## config.mk

```make
export PLATFORM = sky130hd
export DESIGN_NAME = fbsm_ctrl
export DESIGN_NICKNAME = d
export VERILOG_FILES = /design/src/rtl/fbsm_pkg.sv /design/src/rtl/fbsm_ctrl.sv
export SDC_FILE = /design/constraint.sdc
export NUM_CORES = 1
export LEC_CHECK = 0
export ABC_AREA = 1
export BUFFER_PORTS_ARGS = -buffer_cell sky130_fd_sc_hd__buf_2
export CORE_AREA = 2 2 39 41
export CTS_CLUSTER_DIAMETER = 60
export DETAILED_ROUTE_END_ITERATION = 8
export DIE_AREA = 0 0 41 43
export PLACE_DENSITY = 0.63
export RECOVER_POWER = 100
export SLEW_MARGIN = 20
export SYNTH_ARGS = -nofsm -noshare
export SYNTH_HDL_FRONTEND = slang
export SYNTH_SLANG_ARGS = --single-unit
```

## constraint.sdc

```tcl
create_clock -name i_clk -period 1.1 [get_ports i_clk]
set_input_delay 0.22 -clock i_clk [delete_from_list [all_inputs] [get_ports i_clk]]
set_output_delay 0.22 -clock i_clk [all_outputs]
set_load 0.01 [all_outputs]
```

## src/rtl/fbsm_pkg.sv

```systemverilog
// Package for the frame buffer slot manager.
// Holds item structs, action and status codes, FSM state and control structs.
// No dependencies.
`timescale 1ns / 1ps
`default_nettype none
package fbsm_pkg;

    localparam int SLOT_W = 5;

    localparam logic [3:0] ACT_SET_COUNT  = 4'd0;
    localparam logic [3:0] ACT_DEQUEUE    = 4'd1;
    localparam logic [3:0] ACT_REQUEST    = 4'd2;
    localparam logic [3:0] ACT_QUEUE      = 4'd3;
    localparam logic [3:0] ACT_ACQUIRE    = 4'd4;
    localparam logic [3:0] ACT_RELEASE    = 4'd5;
    localparam logic [3:0] ACT_CANCEL     = 4'd6;
    localparam logic [3:0] ACT_CONNECT    = 4'd7;
    localparam logic [3:0] ACT_DISCONNECT = 4'd8;
    localparam logic [3:0] ACT_ABANDON    = 4'd9;

    localparam logic [2:0] STS_OK        = 3'd0;
    localparam logic [2:0] STS_ABANDONED = 3'd1;
    localparam logic [2:0] STS_BAD_VALUE = 3'd2;
    localparam logic [2:0] STS_INVALID   = 3'd3;
    localparam logic [2:0] STS_BUSY      = 3'd4;
    localparam logic [2:0] STS_RETRY     = 3'd5;
    localparam logic [2:0] STS_EMPTY     = 3'd6;

    localparam logic [2:0] API_MIN = 3'd1;
    localparam logic [2:0] API_MAX = 3'd4;

    localparam logic       CFG_DEFAULT_WIDTH  = 1'b0;
    localparam logic       CFG_DEFAULT_HEIGHT = 1'b1;

    localparam logic [31:0] FORMAT_RGBA_8888 = 32'd1;
    localparam logic [31:0] TEX_USAGE_BIT    = 32'h0000_0100;

    typedef enum logic [1:0] {
        SL_FREE      = 2'd0,
        SL_DEQUEUED  = 2'd1,
        SL_QUEUED    = 2'd2,
        SL_RENDERING = 2'd3
    } t_slot_st;

    typedef enum logic [2:0] {
        ST_IDLE,
        ST_DECODE,
        ST_SCAN,
        ST_POST,
        ST_MEMRD,
        ST_COMMIT,
        ST_SWEEP,
        ST_DONE
    } t_state;

    typedef struct packed {
        logic [3:0]  action;
        logic [4:0]  slot_index;
        logic [5:0]  new_count;
        logic [15:0] req_width;
        logic [15:0] req_height;
        logic [31:0] req_format;
        logic [31:0] req_usage;
        logic [2:0]  api_id;
    } t_in_item;

    typedef struct packed {
        logic [2:0]  status;
        logic [4:0]  out_slot;
        logic        needs_realloc;
        logic [15:0] out_width;
        logic [15:0] out_height;
        logic [31:0] out_format;
        logic [31:0] out_usage;
    } t_out_item;

    typedef struct packed {
        logic load;
        logic decode;
        logic scan;
        logic post;
        logic mem_rd;
        logic commit;
        logic sweep;
        logic out_load;
    } t_cmd;

    typedef struct packed {
        logic go_scan;
        logic go_mem;
        logic go_sweep;
        logic scan_last;
        logic post_mem;
        logic post_sweep;
        logic sweep_last;
        logic out_free;
    } t_stat;

endpackage
`default_nettype wire

```

## src/rtl/fbsm_ctrl.sv

```systemverilog
// Sequencer for the slot manager: decode, slot scan, memory read, commit, sweep.
// Depends on fbsm_pkg.
`timescale 1ns / 1ps
`default_nettype none
module fbsm_ctrl
    import fbsm_pkg::*;
(
    input  wire   i_clk,
    input  wire   i_rst_n,
    input  wire   i_in_valid,
    output logic  o_in_ready,
    input  t_stat i_stat,
    output t_cmd  o_cmd
);

    t_state r_state;
    t_state n_state;

    always_ff @(posedge i_clk) begin
        if (!i_rst_n) begin
            r_state <= ST_IDLE;
        end else begin
            r_state <= n_state;
        end
    end

    always_comb begin
        n_state = r_state;
        unique case (r_state)
            ST_IDLE: begin
                if (i_in_valid) n_state = ST_DECODE;
            end
            ST_DECODE: begin
                if (i_stat.go_scan)       n_state = ST_SCAN;
                else if (i_stat.go_mem)   n_state = ST_MEMRD;
                else if (i_stat.go_sweep) n_state = ST_SWEEP;
                else                      n_state = ST_DONE;
            end
            ST_SCAN: begin
                if (i_stat.scan_last) n_state = ST_POST;
            end
            ST_POST: begin
                if (i_stat.post_mem)        n_state = ST_MEMRD;
                else if (i_stat.post_sweep) n_state = ST_SWEEP;
                else                        n_state = ST_DONE;
            end
            ST_MEMRD:  n_state = ST_COMMIT;
            ST_COMMIT: n_state = ST_DONE;
            ST_SWEEP: begin
                if (i_stat.sweep_last) n_state = ST_DONE;
            end
            ST_DONE: begin
                if (i_stat.out_free) n_state = ST_IDLE;
            end
            default: n_state = ST_IDLE;
        endcase
    end

    always_comb begin
        o_cmd      = '0;
        o_in_ready = 1'b0;
        unique case (r_state)
            ST_IDLE: begin
                o_in_ready = 1'b1;
                o_cmd.load = i_in_valid;
            end
            ST_DECODE: o_cmd.decode = 1'b1;
            ST_SCAN:   o_cmd.scan   = 1'b1;
            ST_POST:   o_cmd.post   = 1'b1;
            ST_MEMRD:  o_cmd.mem_rd = 1'b1;
            ST_COMMIT: o_cmd.commit = 1'b1;
            ST_SWEEP:  o_cmd.sweep  = 1'b1;
            ST_DONE:   o_cmd.out_load = i_stat.out_free;
            default: ;
        endcase
    end

endmodule
`default_nettype wire

```

**After elaboration in Yosys (flattened, before gate mapping)**

Index checks and enable logic that the tools add are counted.

- Input port bits: 11
- Output and inout port bits: 9
- Word-level logic and storage cells: 33
- Register bits: 3

- Reduce and logical (&&, ||, !) cells: 2
- Multiplexer cells: 19
- Equal/unequal tests: 11

Operators with widths:

| operator | count |
|---|---|
| 3-bit case mux with 8 select lines | 1 |
| 3-bit two-way mux | 5 |
| 3-bit equality test (second input constant) | 4 |
| 1-bit two-way mux | 11 |
| 2-bit inequality test (second input constant) | 4 |
| 3-bit by 2-bit equality test with 1-bit output (second input constant) | 2 |
| 2-bit two-way mux | 2 |
| 4-bit AND reduction | 1 |
| 3-bit by 1-bit equality test with 1-bit output (second input constant) | 1 |
| 3-bit logical NOT | 1 |

**Depth between registers and ports, before layout**

Gate-level depths: netlist of the first run.

- Word-level depth: 4
- Mapped depth: 9
- Depth with buffers taken out: 8

**Worst setup path before layout of the first run**

OpenSTA, ideal clock, no wires.

- Path kind: register to register
- Start point: reg r_state[2]
- End point: reg r_state[0]
- Path slack: 63 ps
- Clock period less this slack: 1,037 ps
- Path buffers: 1
- Arrival time: 923 ps
- Required time: 986 ps
- Setup time: 114 ps
- Cell stages (with the launch flop): 10
- Path through: dfxtp_1 buf_6 nor2_4 nand3_2 nand2_2 inv_2 nand2_2 nand2_1 nand2_1 nor2_2

- Longest elaborated chain between the ends: 3
- Elaborated cells on any way between the ends: 14
- Classes of those cells: 11 x eq/ne; 1 x mux; 2 x reduce/logical

RTL lines:

| what | line | text |
|---|---|---|
| from (decl) | fbsm_ctrl.sv:16 | `t_state r_state;` |
| from (signal assigned) | fbsm_ctrl.sv:23 | `r_state <= n_state;` |
| 3-bit by 2-bit equality test with 1-bit output (tied with other cells) | fbsm_ctrl.sv:29 | `unique case (r_state)` |
| 2-bit inequality test (no source line) | n/a |  |
| 4-bit AND reduction (no source line) | n/a |  |

Several ways; a longest one is shown, not always the timed one.
A chain may end at the register's enable or synchronous reset.

==> flow_summary.yaml, run 1 <==
clocking:
  cts_tree: "built"
  clkSinkCount: 3
  cts_max_level: 1
  cts_buffers: 3
  path_clk_slew_ps: 40
  clk_path_buf_depth: 2
  root_buffer: "clkbuf_4"
  clock_latency_ps: 230
detailed_routing:
  drtAntennaViolNets: 0
  via_per_inst: 4.377
  drtPass1Iterations: 4
  wl_mm: 1.048
  drt_iter0_drc: 6
  dr_total_vias: 499
  wire_per_inst_um: 9.193
  drc: 0
floorplanning:
  core_mm2: 0.001384
  row_count: 14
  die_y_um: 43
  dieArea_mm2: 0.001763
  io_pins: 20
  die_w_um: 41
  initial_core_util_pct: 31.74
synthesis:
  syn_inst: 71
  syn_area_um2: 439.2
  synth.distinct_cells: 19
  yosys_warnings: 0
  syn-mean-instance-area_um2: 6.186
  ys_top_cells_by_area: "dfxtp_1, nand2_1, inv_1"
  yosysTopAreaCell: "dfxtp_1"
  ys_seq_area_share_pct: 13.68
  synth_top_area_share_pct: 13.68
  ys_ff_latch: 3
  synth_nets: 82
final_layout:
  area_growth_pct: 54.42
  largest_register: "r_state"
  postLayoutCellArea_um2: 678.2
  top_regs: "r_state (3)"
  finish.utilization_pct: 49.01
  drive_above_1_share_pct: 55.10
  finalNetCount: 110
  antenna_cells: 0
  largest_reg_flops: 3
timing:
  skew_ps: 4.099
  grt_setup_unrepaired: "yes"
  setup_violations: 12
  period_share_pct: 115.1
  min_period_ps: 1266
  hold_violations: 0
  tightestPinTransition_ps: 164.7
  fmax_mhz: 790.2
  worst_slack_ps: -165.6
  slew_viol_final: 0
  slew_headroom_pct: 88.91
place:
  place_area_um2: 580.6
  gp_congestion: 0.7698
  dp_hpwl_um: 806.3
  io_buffers: 19
hold_path:
  hp-class: "in -> reg"
critical_path:
  worst-path-max-fanout: 10
  critPathCaptureType: "output port"
  required_ps: 880
  critical_path_class: "reg -> out"
  crit_path_start_kind: "flip-flop"
  critPathArrivalTime_ps: 1050
grt:
  antenna_found_initial: 0
  grt_pass1_wl_mm: 1.711
  grt_pass1_vias: 483
  grt_max_degree: 11
  gr-total-overflow: 0
  gr-usage-all-layers_pct: 13.33
pwr:
  vdd_drop_max_mv: 1.514
  p_leak_nw: 0.3835
  power_density_mw_per_mm2: 2836
run_status:
  violations: "negative setup slack"
  status: "complete, but fails checks"
flow_run:
  drv_cap: 0
[cell usage in the layout, fill, tap and decap left out]
| cell type | instances |
|---|---|
| inv_8 | 2 |
| dfxtp_4 | 1 |
| nand3_1 | 5 |
| o21ai_0 | 1 |
| clkbuf_1 | 1 |
| nor2_1 | 6 |
| nor2_4 | 3 |
| nor3_1 | 2 |
| nand2_4 | 1 |
| nand3b_1 | 1 |
| inv_2 | 2 |
| nand3_2 | 4 |
| clkbuf_4 | 3 |
| dfxtp_2 | 2 |
| nand4_1 | 1 |
| a21oi_2 | 1 |
| buf_2 | 18 |
| a21oi_1 | 2 |
| nand2_2 | 4 |
| buf_6 | 1 |
| nor2_2 | 5 |
| bufbuf_16 | 1 |
| nand2_1 | 14 |
| buf_4 | 4 |
| o21ai_1 | 1 |
| buf_12 | 2 |
| inv_1 | 10 |
[synth_stat cells, drive strengths merged]
library cell	count
a21oi	3
nand3	9
nand4	1
nor2	14
nand3b	1
buf	3
inv	14
o21ai	2
nand2	19
dfxtp	3
nor3	2
[area by class of cell]
| class | count | area [um^2] |
|---|---|---|
| Multi-Input combinational cell | 51 | 294.0 |
| Inverter | 14 | 67.56 |
| Clock buffer | 4 | 26.28 |
| Tap cell | 16 | 20.02 |
| Timing Repair Buffer | 26 | 203.9 |
| Fill cell | 149 | 705.7 |
| Sequential cell | 3 | 66.31 |
[routing by layer]
| metal | wire length [um] | share of wire (%) | global-route usage (%) | vias to the layer above |
|---|---|---|---|---|
| met3 | 48 | 4.6 | 3.141 | 0 |
| li1 | - | - | - | 270 |
| met5 | 0 | 0 | 0 | - |
| met1 | 441 | 42 | 14.70 | 218 |
| met2 | 558 | 53 | 25.31 | 11 |
| met4 | 0 | 0 | 0 | 0 |
[metrics by stage]
| step | TNS [ps] | power (mW) | hold WS (ps) | worst slack (ps) | cells |
|---|---|---|---|---|---|
| floorplan | 0 | 1.113 | 351.6 | 63.24 | 71 |
| global placement | 0 | 1.476 | 465.3 | 4.405 | 106 |
| detailed placement | -37.48 | 1.495 | 470.9 | -18.27 | 106 |
| CTS | -1450 | 1.859 | 237.6 | -183.6 | 112 |
| global route | -2228 | 2.099 | 257.7 | -233.7 | 114 |
| finish | -1520 | 1.923 | 235.6 | -165.6 | 114 |
[worst paths after layout]
check,cells past startpoint,end,from,slack (ps)
max,5,o_cmd[6],r_state[1]$_SDFFE_PN0P_,-170
min,3,r_state[0]$_SDFFE_PN0P_,i_rst_n,240
max reg2reg,9,r_state[0]$_SDFFE_PN0P_,r_state[2]$_SDFFE_PN0P_,-120
min reg2reg,3,r_state[1]$_SDFFE_PN0P_,r_state[1]$_SDFFE_PN0P_,650
[worst max-delay path, stage by stage, from the launching register on]
cell and delay (ps):
dfxtp_2 310, buf_12 130, inv_2 70, nand2_2 70, nor2_2 100, buf_2 130
[power by group]
group	switching, mW	leakage, nW	internal (mW)
registers	0.107	0.0261	0.184
clock network	0.0486	0.0150	0.135
logic	0.724	0.342	0.724
[cell families (layout without fill, tap and decap cells)]
group	count (synthesis)	after routing	synth area share, %
simple gates	46	46	58.69
compound gates	5	5	5.697
buf+inv	17	44	21.94
flops	3	3	13.68
[repair_timing]
item / 4_1_cts / 5_1_grt
buffers inserted: 2 / 2
hold buffers: 0 / 0
gates resized for setup: 8 / 3
pin swaps: 2 / 2
gates cloned: 1 / 0
endpoints found under the setup margin: 11 / 12
Note: power is estimated with default switching activity, not from simulation.
==> run 2: changes to the inputs <==
--- a/config.mk
+++ b/config.mk
@@ -5,13 +5,12 @@
 export SDC_FILE = /design/constraint.sdc
 export NUM_CORES = 1
 export LEC_CHECK = 0
-export ABC_AREA = 1
 export BUFFER_PORTS_ARGS = -buffer_cell sky130_fd_sc_hd__buf_2
 export CORE_AREA = 2 2 39 41
 export CTS_CLUSTER_DIAMETER = 60
 export DETAILED_ROUTE_END_ITERATION = 8
 export DIE_AREA = 0 0 41 43
-export PLACE_DENSITY = 0.63
+export PLACE_DENSITY = 0.49
 export RECOVER_POWER = 100
 export SLEW_MARGIN = 20
 export SYNTH_ARGS = -nofsm -noshare
==> flow_summary.yaml, run 2 <==
run_status:
  status: "complete, but fails checks"
  violations: "negative setup slack"
grt:
  grt_max_degree: 9
  grt_pass1_vias: 379
  grt_pass1_wl_mm: 1.483
  gr-total-overflow: 0
  gr-usage-all-layers_pct: 12.22
  antenna_found_initial: 0
pwr:
  combPwrFrac_pct: 50.9
  switching_share_pct: 33.85
  intPower_mw: 0.5002
  seqPwrFrac_pct: 23.9
  finalPower_mw: 0.7561
  power_frac_clock_pct: 25.2
  vdd_drop_max_mv: 0.6527
  switching_power_mw: 0.2559
  power_density_mw_per_mm2: 1305
  p_leak_nw: 0.2777
synthesis:
  syn-mean-instance-area_um2: 7.406
  async_flop_share_pct: 0
  synth_nets: 48
  synth_edf_count: 0
  synth_common_cells: "nor2_1, dfxtp_1, nand2_1"
  synth_top_area_share_pct: 21.92
  yosys_warnings: 0
  syn_inst: 37
  yosysMostFrequentCell: "nor2_1"
  ys_ff_latch: 3
  ys_top_cells_by_area: "dfxtp_1, nor2_1, buf_6"
  syn_area_um2: 274.0
  synth.distinct_cells: 22
  yosysTopAreaCell: "dfxtp_1"
  yosys_most_used_dff: "dfxtp_1"
  ys_seq_area_share_pct: 21.92
detailed_routing:
  via_per_inst: 4.552
  wire_per_inst_um: 11.03
  drtAntennaViolNets: 0
  dr_total_vias: 396
  wl_um: 960
  drtPass1Iterations: 2
  drc: 0
  drt_iter0_drc: 3
clocking:
  cts_max_level: 1
  ctsHoldBuffers: 0
  clk_path_buf_depth: 2
  clkSinkCount: 3
  cts_tree: "built"
  root_buffer: "clkbuf_4"
  cts_buffers: 3
  path_clk_slew_ps: 40
  clock_latency_ps: 230
hold_path:
  hp-class: "in -> reg"
  worstHoldStart: "i_rst_n"
  hold-path-endpoint: "r_state[1]$_SDFFE_PN0P_"
  hold_depth: 2
timing:
  period_share_pct: 119.5
  slew_viol_final: 0
  min_period_ps: 1315
  slew_headroom_pct: 85.96
  worst_slack_ps: -215.0
  setup_violations: 11
  grt_setup_unrepaired: "yes"
  hold_violations: 0
  fmax_mhz: 760.5
  skew_ps: 1.161
  tightestPinTransition_ps: 208.9
final_layout:
  area_growth_pct: 111.4
  top_regs: "r_state (3)"
  antenna_cells: 0
  largest_reg_flops: 3
  final_cell_mix: "buf_2, buf_4, nor2_1, buf_6"
  drive_above_1_share_pct: 74.65
  postLayoutCellArea_um2: 579.3
  fillers: 149
  largest_register: "r_state"
  final_cells: 87
  final_common_cell: "buf_2"
  finalNetCount: 83
critical_path:
  crit_path_cell_trace: "or2b_1 -> nor2_1 -> buf_2"
  r2r_cells: 3
  r2r-end: "r_state[0]$_SDFFE_PN0P_"
  critical_path_class: "reg -> out"
  critPathArrivalTime_ps: 1090
  r2r_start: "r_state[2]$_SDFFE_PN0P_"
  cp-startpoint: "r_state[0]$_SDFFE_PN0P_"
  crit_path_start_kind: "flip-flop"
  required_ps: 880
  r2r_slack_ps: -80
  critPathCaptureType: "output port"
  worst-path-max-fanout: 7
  crit_slowest_cell: "dfxtp_4"
  cpPeakStageDelay_ps: 370
place:
  io_buffers: 19
  dp_cells: 76
  dp_hpwl_um: 651.2
  dp_slack_ps: -123.2
  place_area_um2: 419.2
  gp_congestion: 0.8192
floorplanning:
  die_y_um: 43
  row_count: 14
  die_w_um: 41
  initial_core_util_pct: 19.80
  dieArea_mm2: 0.001763
  io_pins: 20
  core_mm2: 0.001384
flow_run:
  drv_cap: 0
==> run 2: cell types whose count changed in the layout (fill, tap and decap cells not counted), sizes merged, moves of 7 or more <==
cell,before,now
inv,14,2
nand2,19,3
nor2,14,7
buf,25,33
nand3,9,1
==> run 2: final cells by class <==
cell class                 instances  area [um^2]  area share, %
multi-input combinational         29        236.5          40.82
timing repair buffer              33        215.2          37.15
sequential                         3        71.32          12.31
clock buffer                       4        26.28          4.536
tap                               16        20.02          3.456
inverter                           2        10.01          1.728
==> run 2: repair_timing <==
| item | in CTS | in global routing |
|---|---|---|
| pin swaps | 5 | 2 |
| buffers inserted | 5 | 2 |
| endpoints found under the setup margin | 11 | 11 |
| resized for setup | 20 | 4 |
==> run 2: worst max path at each step <==
| stage | to | slack [ps] | cells past startpoint |
|---|---|---|---|
| 6_report | o_cmd[6] | -210 | 3 |
| 4_1_cts | o_cmd[6] | -200 | 3 |
| 5_1_grt | o_cmd[6] | -280 | 3 |
| 3_3_place_gp | r_state[0]$_SDFFE_PN0P_ | -120 | 3 |
| 2_1_floorplan | o_cmd[7] | -10 | 3 |
| 3_5_place_dp | o_cmd[3] | -120 | 3 |
==> run 2: power by group through the flow <==
stage	registers (mW)	logic, mW	clock network, mW
after global placement	0.167	0.256	0
after CTS	0.176	0.356	0.196
after floorplan	0.136	0.187	0
final	0.180	0.385	0.191
after global routing	0.187	0.416	0.209
after detailed placement	0.166	0.255	0
==> run 2: cells by family after synthesis <==
family,after synthesis,share of synthesized area [%]
AOI/OAI and AO/OA,7,18.27
buffers and inverters,5,12.78
DFF,3,21.92
muxes,2,8.219
and+or+nand+nor,20,38.82
==> run 2: worst max-delay path, delay by kind of cell (launching register included) <==
family	cells	cell delay (ps)
AND/OR/NAND/NOR	2	370
buffers and inverters	1	130
flip-flops	1	370
==> run 2: stage by stage <==
step	utilization [%]	setup TNS (ps)	hold slack (ps)
2_1_floorplan	-	-9.672	337.6
3_3_place_gp	30.29	-437.9	482.9
3_5_place_dp	30.29	-466.7	484.0
4_1_cts	39.78	-1369	245.0
5_1_grt	41.86	-2014	243.2
6_report	41.86	-1406	250.1
==> run 2: routing by layer <==
| metal | share of wire, % | up-vias | global-route usage [%] |
|---|---|---|---|
| met5 | 0 | - | 0 |
| met4 | 1.5 | 0 | 5.333 |
| met3 | 6.1 | 2 | 5.236 |
| met2 | 52 | 18 | 20.00 |
| met1 | 40 | 179 | 12.78 |
| li1 | - | 197 | - |
